===== config.mk =====
export PLATFORM = sky130hd
export DESIGN_NAME = bpa_cell
export DESIGN_NICKNAME = d
export VERILOG_FILES = /design/src/hw/rtl/bpa_pkg.sv /design/src/hw/rtl/bpa_cell.sv
export SDC_FILE = /design/constraint.sdc
export NUM_CORES = 1
export LEC_CHECK = 0
export ABC_AREA = 0
export BUFFER_PORTS_ARGS = -buffer_cell sky130_fd_sc_hd__buf_4
export CAP_MARGIN = 20
export CORE_ASPECT_RATIO = 0.75
export CORE_MARGIN = 2
export CORE_UTILIZATION = 30
export DETAILED_ROUTE_END_ITERATION = 10
export SLEW_MARGIN = 20
export SYNTH_ARGS = -nofsm -noshare
export SYNTH_HDL_FRONTEND = slang
export SYNTH_SLANG_ARGS = --single-unit

===== constraint.sdc =====
create_clock -name clk -period 18.5 [get_ports clk]
set_clock_uncertainty 0.2 [all_clocks]
set_input_delay 3.7 -clock clk [delete_from_list [all_inputs] [get_ports clk]]
set_output_delay 3.7 -clock clk [all_outputs]
set_load 0.03 [all_outputs]

===== src/hw/rtl/bpa_pkg.sv =====
// ----------------------------------------------------------------------------
// Busy period analyzer package
// Widths, constants and the broadcast control word of the cell chain.
// ----------------------------------------------------------------------------
`default_nettype none

package bpa_pkg;

    localparam int LIMIT_W           = 20;
    localparam int WORD_W            = 16;
    localparam int IDX_W             = 4;
    localparam int SUM_W             = LIMIT_W + 1;
    localparam int DEFAULT_MAX_TASKS = 16;

    localparam logic [LIMIT_W-1:0] LIMIT_RESET = {LIMIT_W{1'b1}};
    // one past the largest limit: every sum at or above it overflows
    localparam logic [SUM_W-1:0]   SUM_SAT     = {1'b1, {LIMIT_W{1'b0}}};

    localparam logic OP_WRITE   = 1'b0;
    localparam logic OP_ANALYZE = 1'b1;

    typedef struct packed {
        logic             load;   // load dividend, clear remainder
        logic             step;   // one restoring division step
        logic             mul;    // form demand term, clear chain
        logic             shift;  // move sums one cell down the chain
        logic [IDX_W-1:0] task_sel;
    } cell_ctl_t;

endpackage

`default_nettype wire


===== src/hw/rtl/bpa_cell.sv =====
// ----------------------------------------------------------------------------
// Busy period analyzer cell
// Holds one task entry, divides the window by its period bit-serially and
// adds its demand to the running sum passed down the chain.
// ----------------------------------------------------------------------------
`default_nettype none

module bpa_cell
    import bpa_pkg::*;
#(
    parameter int CELL_ID = 0
)
(
    input  wire logic               clk,
    input  wire logic               rst_n,
    input  wire cell_ctl_t          ctl,
    input  wire logic               wr_en,
    input  wire logic [WORD_W-1:0]  wr_exec,
    input  wire logic [WORD_W-1:0]  wr_period,
    input  wire logic [LIMIT_W-1:0] dividend,
    input  wire logic [SUM_W-1:0]   sum_in,
    input  wire logic [SUM_W-1:0]   jobs_in,
    output logic      [SUM_W-1:0]   sum_out,
    output logic      [SUM_W-1:0]   jobs_out
);

    logic [WORD_W-1:0]        exec_reg;
    logic [WORD_W-1:0]        period_reg;
    logic [LIMIT_W-1:0]       quo_reg;
    logic [WORD_W-1:0]        rem_reg;
    logic [SUM_W-1:0]         term_reg;
    logic [SUM_W-1:0]         sum_reg;
    logic [SUM_W-1:0]         jobs_reg;

    logic [WORD_W-1:0]        p_eff;
    logic [WORD_W:0]          trial;
    logic                     fits;
    logic [SUM_W-1:0]         n_jobs;
    logic [SUM_W+WORD_W-1:0]  prod;
    logic [SUM_W:0]           acc;
    logic                     active;
    logic                     is_task;

    assign p_eff   = (period_reg == '0) ? WORD_W'(1) : period_reg;
    assign trial   = {rem_reg, quo_reg[LIMIT_W-1]};
    assign fits    = trial >= {1'b0, p_eff};
    // ceil(t/p) = floor((t-1)/p) + 1
    assign n_jobs  = {1'b0, quo_reg} + SUM_W'(1);
    assign prod    = n_jobs * exec_reg;
    assign acc     = {1'b0, sum_in} + {1'b0, term_reg};
    assign active  = CELL_ID <= int'(ctl.task_sel);
    assign is_task = CELL_ID == int'(ctl.task_sel);

    always_ff @(posedge clk)
    begin
        if (wr_en)
        begin
            exec_reg   <= wr_exec;
            period_reg <= wr_period;
        end
        if (ctl.load)
        begin
            quo_reg <= dividend;
            rem_reg <= '0;
        end
        else if (ctl.step)
        begin
            if (fits)
            begin
                rem_reg <= WORD_W'(trial - {1'b0, p_eff});
                quo_reg <= {quo_reg[LIMIT_W-2:0], 1'b1};
            end
            else
            begin
                rem_reg <= trial[WORD_W-1:0];
                quo_reg <= {quo_reg[LIMIT_W-2:0], 1'b0};
            end
        end
        if (ctl.mul)
        begin
            if (!active)
                term_reg <= '0;
            else if (prod > (SUM_W+WORD_W)'(SUM_SAT))
                term_reg <= SUM_SAT;
            else
                term_reg <= prod[SUM_W-1:0];
        end
    end

    always_ff @(posedge clk or negedge rst_n)
    begin
        if (!rst_n)
        begin
            sum_reg  <= '0;
            jobs_reg <= '0;
        end
        else if (ctl.mul)
        begin
            sum_reg  <= '0;
            jobs_reg <= '0;
        end
        else if (ctl.shift)
        begin
            sum_reg  <= (acc > {1'b0, SUM_SAT}) ? SUM_SAT : acc[SUM_W-1:0];
            jobs_reg <= is_task ? n_jobs : jobs_in;
        end
    end

    assign sum_out  = sum_reg;
    assign jobs_out = jobs_reg;

endmodule

`default_nettype wire


==> results of run 1 <==
[final cells by class]
cell class | count | area, µm² | area share (%)
well taps | 800 | 1000 | 4.77
diodes | 1 | 2.50 | 0.0119
clock buffers | 26 | 532 | 2.54
flip-flops and latches | 131 | 3560 | 17.0
repair buffers | 171 | 1280 | 6.12
multi-input cells | 1431 | 13400 | 63.8
clock inverters | 6 | 40.0 | 0.191
inverters | 314 | 1180 | 5.62
[layout by cell type (no fill, tap or decap), types with 7 or more instances in the layout]
| cell type | Yosys | layout |
|---|---|---|
| and2_1 | 128 | 128 |
| buf_4 | 3 | 171 |
| o21a_1 | 10 | 10 |
| ha_1 | 147 | 147 |
| mux2i_1 | 30 | 30 |
| a21oi_1 | 66 | 66 |
| nand3_1 | 25 | 25 |
| fa_1 | 266 | 266 |
| a21o_1 | 30 | 30 |
| nor3_1 | 16 | 16 |
| nand2_1 | 250 | 250 |
| xnor2_1 | 43 | 43 |
| nor2_1 | 93 | 93 |
| nor4_1 | 12 | 10 |
| xor2_1 | 21 | 21 |
| nor2b_1 | 21 | 21 |
| a211o_1 | 7 | 7 |
| dfxtp_1 | 16 | 16 |
| o21ai_0 | 43 | 43 |
| dfrtp_1 | 42 | 42 |
| o211ai_1 | 12 | 12 |
| mux2_2 | 34 | 34 |
| inv_1 | 314 | 314 |
| nand4_1 | 18 | 18 |
| o21bai_1 | 8 | 8 |
| a22o_1 | 21 | 21 |
| and3_1 | 17 | 17 |
| clkbuf_16 | 0 | 19 |
| a211oi_1 | 25 | 25 |
| edfxtp_1 | 73 | 73 |
[stage by stage]
step | utilization [%] | cell area [µm²] | std cells | setup WS, ps | hold slack (ps)
floorplan | - | 18500 | 1967 | 10510 | 235
global placement | 33.6 | 20400 | 2847 | 9460 | 252
detailed placement | 33.6 | 20400 | 2847 | 9260 | 253
CTS | 34.5 | 21000 | 2879 | 9220 | 268
global route | 34.5 | 21000 | 2879 | 8590 | 307
finish | 34.5 | 21000 | 2880 | 9150 | 271
[layer usage]
| layer | global-route usage (%) | part of all wire, % |
|---|---|---|
| met2 | 26.0 | 44 |
| met5 | 0 | 0 |
| met4 | 3.07 | 1.3 |
| met1 | 24.1 | 47 |
| met3 | 3.16 | 7.2 |
[kinds of logic after synthesis]
logic type               Yosys count  share of synthesized area [%]
AND/OR/NAND/NOR                  616                           16.2
adder cells (fa/ha/maj)          413                           38.8
buffers and inverters            405                           8.43
AO/OA/AOI/OAI                    274                           10.5
flip-flops                       131                           19.3
XOR/XNOR                          64                           3.03
multiplexers                      64                           3.70
[how the worst max path moves through the flow]
stage | endpoint | slack (ps) | cells past startpoint
3_5_place_dp | term_reg[10]$_SDFFCE_PN0P_ | 9260 | 26
3_3_place_gp | term_reg[10]$_SDFFCE_PN0P_ | 9460 | 26
2_1_floorplan | term_reg[12]$_SDFFCE_PN0P_ | 10510 | 29
6_report | term_reg[10]$_SDFFCE_PN0P_ | 9150 | 26
5_1_grt | term_reg[10]$_SDFFCE_PN0P_ | 8590 | 27
4_1_cts | term_reg[10]$_SDFFCE_PN0P_ | 9220 | 26
[worst max-delay path: stages (launching register included)]
cell	delay [ps]
edfxtp_1	930
ha_1	350
nand3_1	290
nor2_1	260
nand3_1	120
xnor2_1	140
buf_4	280
nand2_1	120
fa_1	550
fa_1	510
fa_1	520
inv_1	60
fa_1	500
fa_1	490
inv_1	50
fa_1	470
inv_1	40
ha_1	420
a21o_1	230
a21o_1	200
a211oi_1	510
o21ai_0	260
a21oi_2	210
o2111ai_1	140
a2111oi_2	540
nand4_2	420
a211oi_1	320
==> reports/results.tsv, run 1 <==
metric	value	unit
cp_max_fo	19	
post_cts_buffers	0	
vias_per_cell	5.00	
worst_ep_arrival_time	9440	ps
min_to	rem_reg[15]$_SDFFE_PP0P_	
synth_ff_type	edfxtp_1	
tns	0	ps
worst_pin_slew	1080	ps
critPathLaunchType	flop	
hold_depth	1	
ys_warn_count	0	
synth_cell_type_count	79	
path_clk_slew	70	ps
areaGrowthSynthToFinish	13.5	%
async_reset_ff_share	32.1	%
syn_nets	2485	
r2r_start	quo_reg[0]$_DFFE_PP_	
syn_avg_cell_area	9.39	µm²
grt_pass1_vias	15000	
drt-pass1-iter-count	5	
synth_top_area_cell	fa_1	
nNetsFinal	2584	
route.detailed.drc	0	
fmax	107	MHz
htreeDepth	4	
max_cap_viol_count	0	
port-buffer-count	146	
clock_latency	470	ps
synth_common_cells	314 x inv_1, 266 x fa_1, 250 x nand2_1	
min_period_over_period	50.6	%
crit_path_end_kind	flop	
die_width	291	µm
drive_gt1_share	12.5	%
hpwl	40200	µm
vias	14400	
rr_worst_depth	26	
hold_viol	0	
cp_data_required_time	18590	ps
num-fill-cells	6163	
core.rowCount	78	
run_status	finished, final reports clean	
cts_tree	yes	
max_slew_margin	28.1	%
final-max-slew-violation-count	0	
grt_max_degree	46	
netlist_area	18500	µm²
grt-ovfl-total	0	
drtAntennaViolNets	0	
cts_resized	0	
r2r_slack	9150	ps
ys_seq_area_share	19.3	%
place.gp.congestion	0.893	
synth.ff_latch_count	131	
cts_max_path_buffers	2	
core-area	60700	µm²
hold_start	rem_reg[15]$_SDFFE_PP0P_	
grt_first_pass_wirelength	83800	µm
cp-startpoint	quo_reg[0]$_DFFE_PP_	
synth_edf_count	73	
grt_usage	16.6	%
synth_most_common_cell	inv_1	
wl	51400	µm
reg2reg_to	term_reg[10]$_SDFFCE_PN0P_	
io_pins	147	
numCtsBuffers	17	
period_minus_slack	9350	ps
initial_core_util	30.4	%
antenna_found_initial	0	
fp.dieH	219	µm
setup_viol	0	
die-area	63600	µm²
yosys-top-cells-area	fa_1 29%, edfxtp_1 12%, ha_1 10%, inv_1 6.4%, dfrtp_1 5.7%	
rsz0062_at_grt	false	
cts-root-buf	clkbuf_16	
critical_path_class	flop to flop	
synth_top_area_share	28.8	%
min_path_type	flop to flop	
dr.first_iter.drc_count	955	
syn_inst	1967	
holdBufCountCts	0	
wire_per_inst	17.9	µm
cts_num_sinks	131	
Power of run 1 is not shown: default switching activity piles up to over one toggle a cycle in this logic, so the estimate is an artifact.
==> inputs of run 2 (changes only) <==
Clock period 18.5 ns to 9.6 ns, I/O delays scaled along.
==> run 2 against run 1 <==
Net effect:
- register-to-register slack got worse by 8600 ps
- global-route usage about the same
- non-clock buffer count unchanged
- maximum frequency increased by 3.7%
- final cell count about the same
- flip-flop and latch count unchanged
- die area unchanged
- routed wire length increased by 0.46%
- utilization about the same
- via count about the same
- hold slack improved by 1.3 ps
- largest cell class unchanged
==> reports/results.tsv, run 2 (same netlist as run 1, synthesis figures left out) <==
metric	value	unit
place.gp.congestion	0.915	
fp.dieH	219	µm
grt_max_degree	46	
antenna_cells	0	
setup.worst_path.end	term_reg[10]$_SDFFCE_PN0P_	
max_slew_margin	29.0	%
die_width	291	µm
max_stage_delay	590	ps
layout_commonest_cell	inv_1	
cts_num_sinks	131	
grt-ovfl-total	0	
min_path_type	flop to flop	
htreeDepth	4	
areaGrowthSynthToFinish	13.4	%
core.rowCount	78	
wire_per_inst	17.9	µm
setup_ws	578	ps
pre_cts_ws	667	ps
critical_path_class	flop to flop	
vias	14400	
grt_pass1_vias	15000	
drt-pass1-iter-count	5	
rr_worst_depth	26	
die-area	63600	µm²
r2r_slack	580	ps
drtAntennaViolNets	0	
setup_viol	0	
worst_pin_slew	1060	ps
core-area	60700	µm²
instances_no_fill	2879	
final-max-slew-violation-count	0	
worst_ep_arrival_time	9110	ps
wl	51600	µm
path_clk_slew	60	ps
min_period_over_period	94.0	%
hold_viol	0	
io_pins	147	
grt_usage	16.6	%
vias_per_cell	5.00	
nNetsFinal	2584	
critPathSlowestCell	fa_1	
rsz0062_at_grt	false	
tns	0	ps
critPathLaunchType	flop	
cp_max_fo	17	
period_minus_slack	9020	ps
numCtsBuffers	17	
cts_tree	yes	
dp.cells	2846	
initial_core_util	30.4	%
dr.first_iter.drc_count	1022	
reg2reg_to	term_reg[10]$_SDFFCE_PN0P_	
r2r_start	quo_reg[8]$_DFFE_PP_	
cts-root-buf	clkbuf_16	
route.detailed.drc	0	
crit_path_end_kind	flop	
most-common-layout-cells	314 x inv_1, 266 x fa_1, 250 x nand2_1	
antenna_found_initial	0	
clock_latency	460	ps
cts_max_path_buffers	2	
post_cts_buffers	0	
num-fill-cells	6218	
cp_data_required_time	9690	ps
hpwl	40600	µm
port-buffer-count	146	
max_cap_viol_count	0	
cp-startpoint	quo_reg[8]$_DFFE_PP_	
grt_first_pass_wirelength	83000	µm
drive_gt1_share	12.6	%
crit_top_cell	fa_1	
run_status	finished, final reports clean	
fmax	111	MHz
-- run 2: worst min-delay path by stage --
stage | slack [ps] | start | endpoint | cells after the start
global placement | 250 | rem_reg[15]$_SDFFE_PP0P_ | rem_reg[15]$_SDFFE_PP0P_ | 1
finish | 270 | rem_reg[15]$_SDFFE_PP0P_ | rem_reg[15]$_SDFFE_PP0P_ | 1
floorplan | 240 | rem_reg[15]$_SDFFE_PP0P_ | rem_reg[15]$_SDFFE_PP0P_ | 1
global route | 280 | rem_reg[15]$_SDFFE_PP0P_ | rem_reg[15]$_SDFFE_PP0P_ | 1
detailed placement | 250 | rem_reg[15]$_SDFFE_PP0P_ | rem_reg[15]$_SDFFE_PP0P_ | 1
CTS | 270 | rem_reg[15]$_SDFFE_PP0P_ | rem_reg[15]$_SDFFE_PP0P_ | 1
-- run 2: stage by stage --
| step | util (%) | hold WS (ps) | cell area (µm²) |
|---|---|---|---|
| finish | 34.5 | 272 | 20900 |
| floorplan | - | 235 | 18500 |
| global placement | 33.6 | 248 | 20400 |
| global route | 34.5 | 284 | 20900 |
| CTS | 34.5 | 269 | 20900 |
| detailed placement | 33.6 | 253 | 20400 |
-- run 2: what timing repair did --
action | CTS | global route
endpoints found under the setup margin | 0 | 1
hold buffers | 0 | 0
resized for setup | 0 | 1
-- run 2: routing by layer --
metal	GRT usage [%]	vias to the layer above	wire length [µm]
li1	-	6602	-
met2	26.2	401	23500
met1	23.4	7344	24300
met5	0	-	0
met3	3.55	56	3100
met4	3.47	0	711
-- run 2: critical path: cells and delay by family (launching register included) --
family                   cells  cell delay, ps
buffers and inverters        4             460
AND/OR/NAND/NOR             10            2800
XOR/XNOR                     1             170
AO/OA/AOI/OAI                4            1090
adder cells (fa/ha/maj)      7            3610
flip-flops                   1             460
-- run 2: cell type report --
type	count	area, µm²	share of cell area (%)
clock buffer	18	429	2.05
tap	800	1000	4.78
inverter	314	1180	5.63
sequential	131	3560	17.0
multi-input combinational	1431	13400	63.9
timing repair buffer	171	1280	6.13
clock inverter	14	115	0.550
Power of run 2 is left out for the same reason.
==> inputs of run 3 (changes only) <==
Settings changed: CORE_ASPECT_RATIO 0.75 to not set, CTS_BUF_LIST set to sky130_fd_sc_hd__clkbuf_16.
==> run 3 against run 2 <==
Net effect:
- non-clock buffer count decreased by 2
- sequential share of layout area about the same
- final area about the same
- largest cell class unchanged
- first-iteration DRC count fell by 17%
- worst setup slack got worse by 30 ps
- maximum frequency shrank 0.33%
- hold slack improved by 11 ps
- register-to-register slack got worse by 30 ps
==> reports/results.tsv, run 3 (same netlist as run 1, synthesis figures left out) <==
metric	value	unit
run_status	finished, final reports clean	
wire_per_inst	17.5	µm
clock_latency	470	ps
most-common-layout-cells	314 x inv_1, 266 x fa_1, 250 x nand2_1	
port-buffer-count	146	
cp_data_required_time	9700	ps
critPathLaunchType	flop	
grt_usage	16.0	%
worst_ep_arrival_time	9150	ps
period_minus_slack	9050	ps
path_delay_family	adder cells	
die_width	252	µm
io_pins	147	
setup_viol	0	
max_stage_delay	580	ps
crit_cells	26	
grt_first_pass_wirelength	81100	µm
crit_path_end_kind	flop	
place.gp.congestion	0.864	
min_to	rem_reg[14]$_SDFFE_PP0P_	
crit_top_cell	fa_1	
grt_max_degree	46	
antenna_cells	0	
hpwl	39100	µm
hold_start	rem_reg[14]$_SDFFE_PP0P_	
tns	0	ps
max_slew_margin	30.8	%
grt-ovfl-total	0	
cts_max_path_buffers	2	
worst-path-buf-inv	4	
critPathSlowestCell	fa_1	
fmax	110	MHz
cts-root-buf	clkbuf_16	
rr_worst_depth	26	
die-area	63600	µm²
r2r_start	quo_reg[10]$_DFFE_PP_	
drtAntennaViolNets	0	
reg2reg_to	term_reg[10]$_SDFFCE_PN0P_	
cts_num_sinks	131	
vias	14200	
vias_per_cell	4.97	
path_clk_slew	80	ps
areaGrowthSynthToFinish	13.4	%
hold_viol	0	
dr.first_iter.drc_count	852	
final-max-slew-violation-count	0	
cp_max_fo	17	
route.detailed.drc	0	
min_path_type	flop to flop	
r2r_slack	550	ps
wl	50000	µm
min_period_over_period	94.3	%
cts_tree	yes	
drive_gt1_share	12.7	%
cp-startpoint	quo_reg[10]$_DFFE_PP_	
worst_pin_slew	1040	ps
rsz0062_at_grt	false	
drt-pass1-iter-count	5	
htreeDepth	4	
core-area	60600	µm²
grt_pass1_vias	15300	
layout_commonest_cell	inv_1	
nNetsFinal	2582	
max_cap_viol_count	0	
core.rowCount	90	
num-fill-cells	6159	
critical_path_class	flop to flop	
antenna_found_initial	0	
hold_depth	2	
numCtsBuffers	17	
fp.dieH	252	µm
initial_core_util	30.5	%
run 3: changes by cell type in the layout (fill, tap and decap cells not counted), moves of 2 or more:
cell | previous run | this run
clkinv_2 | 5 | 1
clkinvlp_4 | 4 | 1
inv_8 | 0 | 3
buf_4 | 171 | 169
inv_6 | 1 | 5
run 3: how the worst max path moves through the flow:
stage                                       to  slack, ps
finish              term_reg[10]$_SDFFCE_PN0P_        550
global route        term_reg[10]$_SDFFCE_PN0P_         30
global placement    term_reg[10]$_SDFFCE_PN0P_        820
detailed placement  term_reg[10]$_SDFFCE_PN0P_        650
CTS                 term_reg[10]$_SDFFCE_PN0P_        610
floorplan           term_reg[12]$_SDFFCE_PN0P_       1610
run 3: worst reg2reg max path, delay by kind of cell (launching register included):
kind	cells	cell delay [ps]
AOI/OAI and AO/OA	4	1070
xor gates and xnor gates	1	150
adders and majority gates	7	3650
buffers and inverters	4	440
DFF	1	460
and+or+nand+nor	10	2920
run 3: per-layer routing:
layer  part of all wire [%]  wire length (µm)  global-route usage [%]  up-vias
met1                     46             23000                    21.9     7079
met5                      0                 0                       0        -
met4                    1.3               642                    3.48        0
met3                    6.8              3420                    3.61       59
met2                     46             23000                    25.9      482
li1                       -                 -                       -     6596
run 3: metrics by stage:
stage | hold WS (ps) | setup WS [ps] | instance area (µm²) | utilization (%) | std cells
final | 283 | 549 | 21000 | 34.6 | 2859
after global routing | 313 | 32.4 | 21000 | 34.6 | 2859
after CTS | 287 | 608 | 20900 | 34.6 | 2859
after detailed placement | 276 | 654 | 20400 | 33.6 | 2827
after global placement | 244 | 817 | 20400 | 33.6 | 2827
after floorplan | 235 | 1610 | 18500 | - | 1967
run 3: timing repair:
action / CTS / global route
endpoints found under the hold margin: 0 / 0
buffers inserted: 0 / 0
hold buffers: 0 / 0
gates resized for setup: 0 / 1
setup endpoints to repair: 0 / 1
run 3: final cells by class:
class | instances | area [µm²] | share of cell area (%)
clock inverters | 15 | 163 | 0.776
inverters | 314 | 1180 | 5.63
flip-flops and latches | 131 | 3560 | 17.0
well taps | 782 | 978 | 4.67
clock buffers | 17 | 425 | 2.03
multi-input cells | 1431 | 13400 | 63.8
repair buffers | 169 | 1270 | 6.06
Power of run 3 is left out for the same reason.
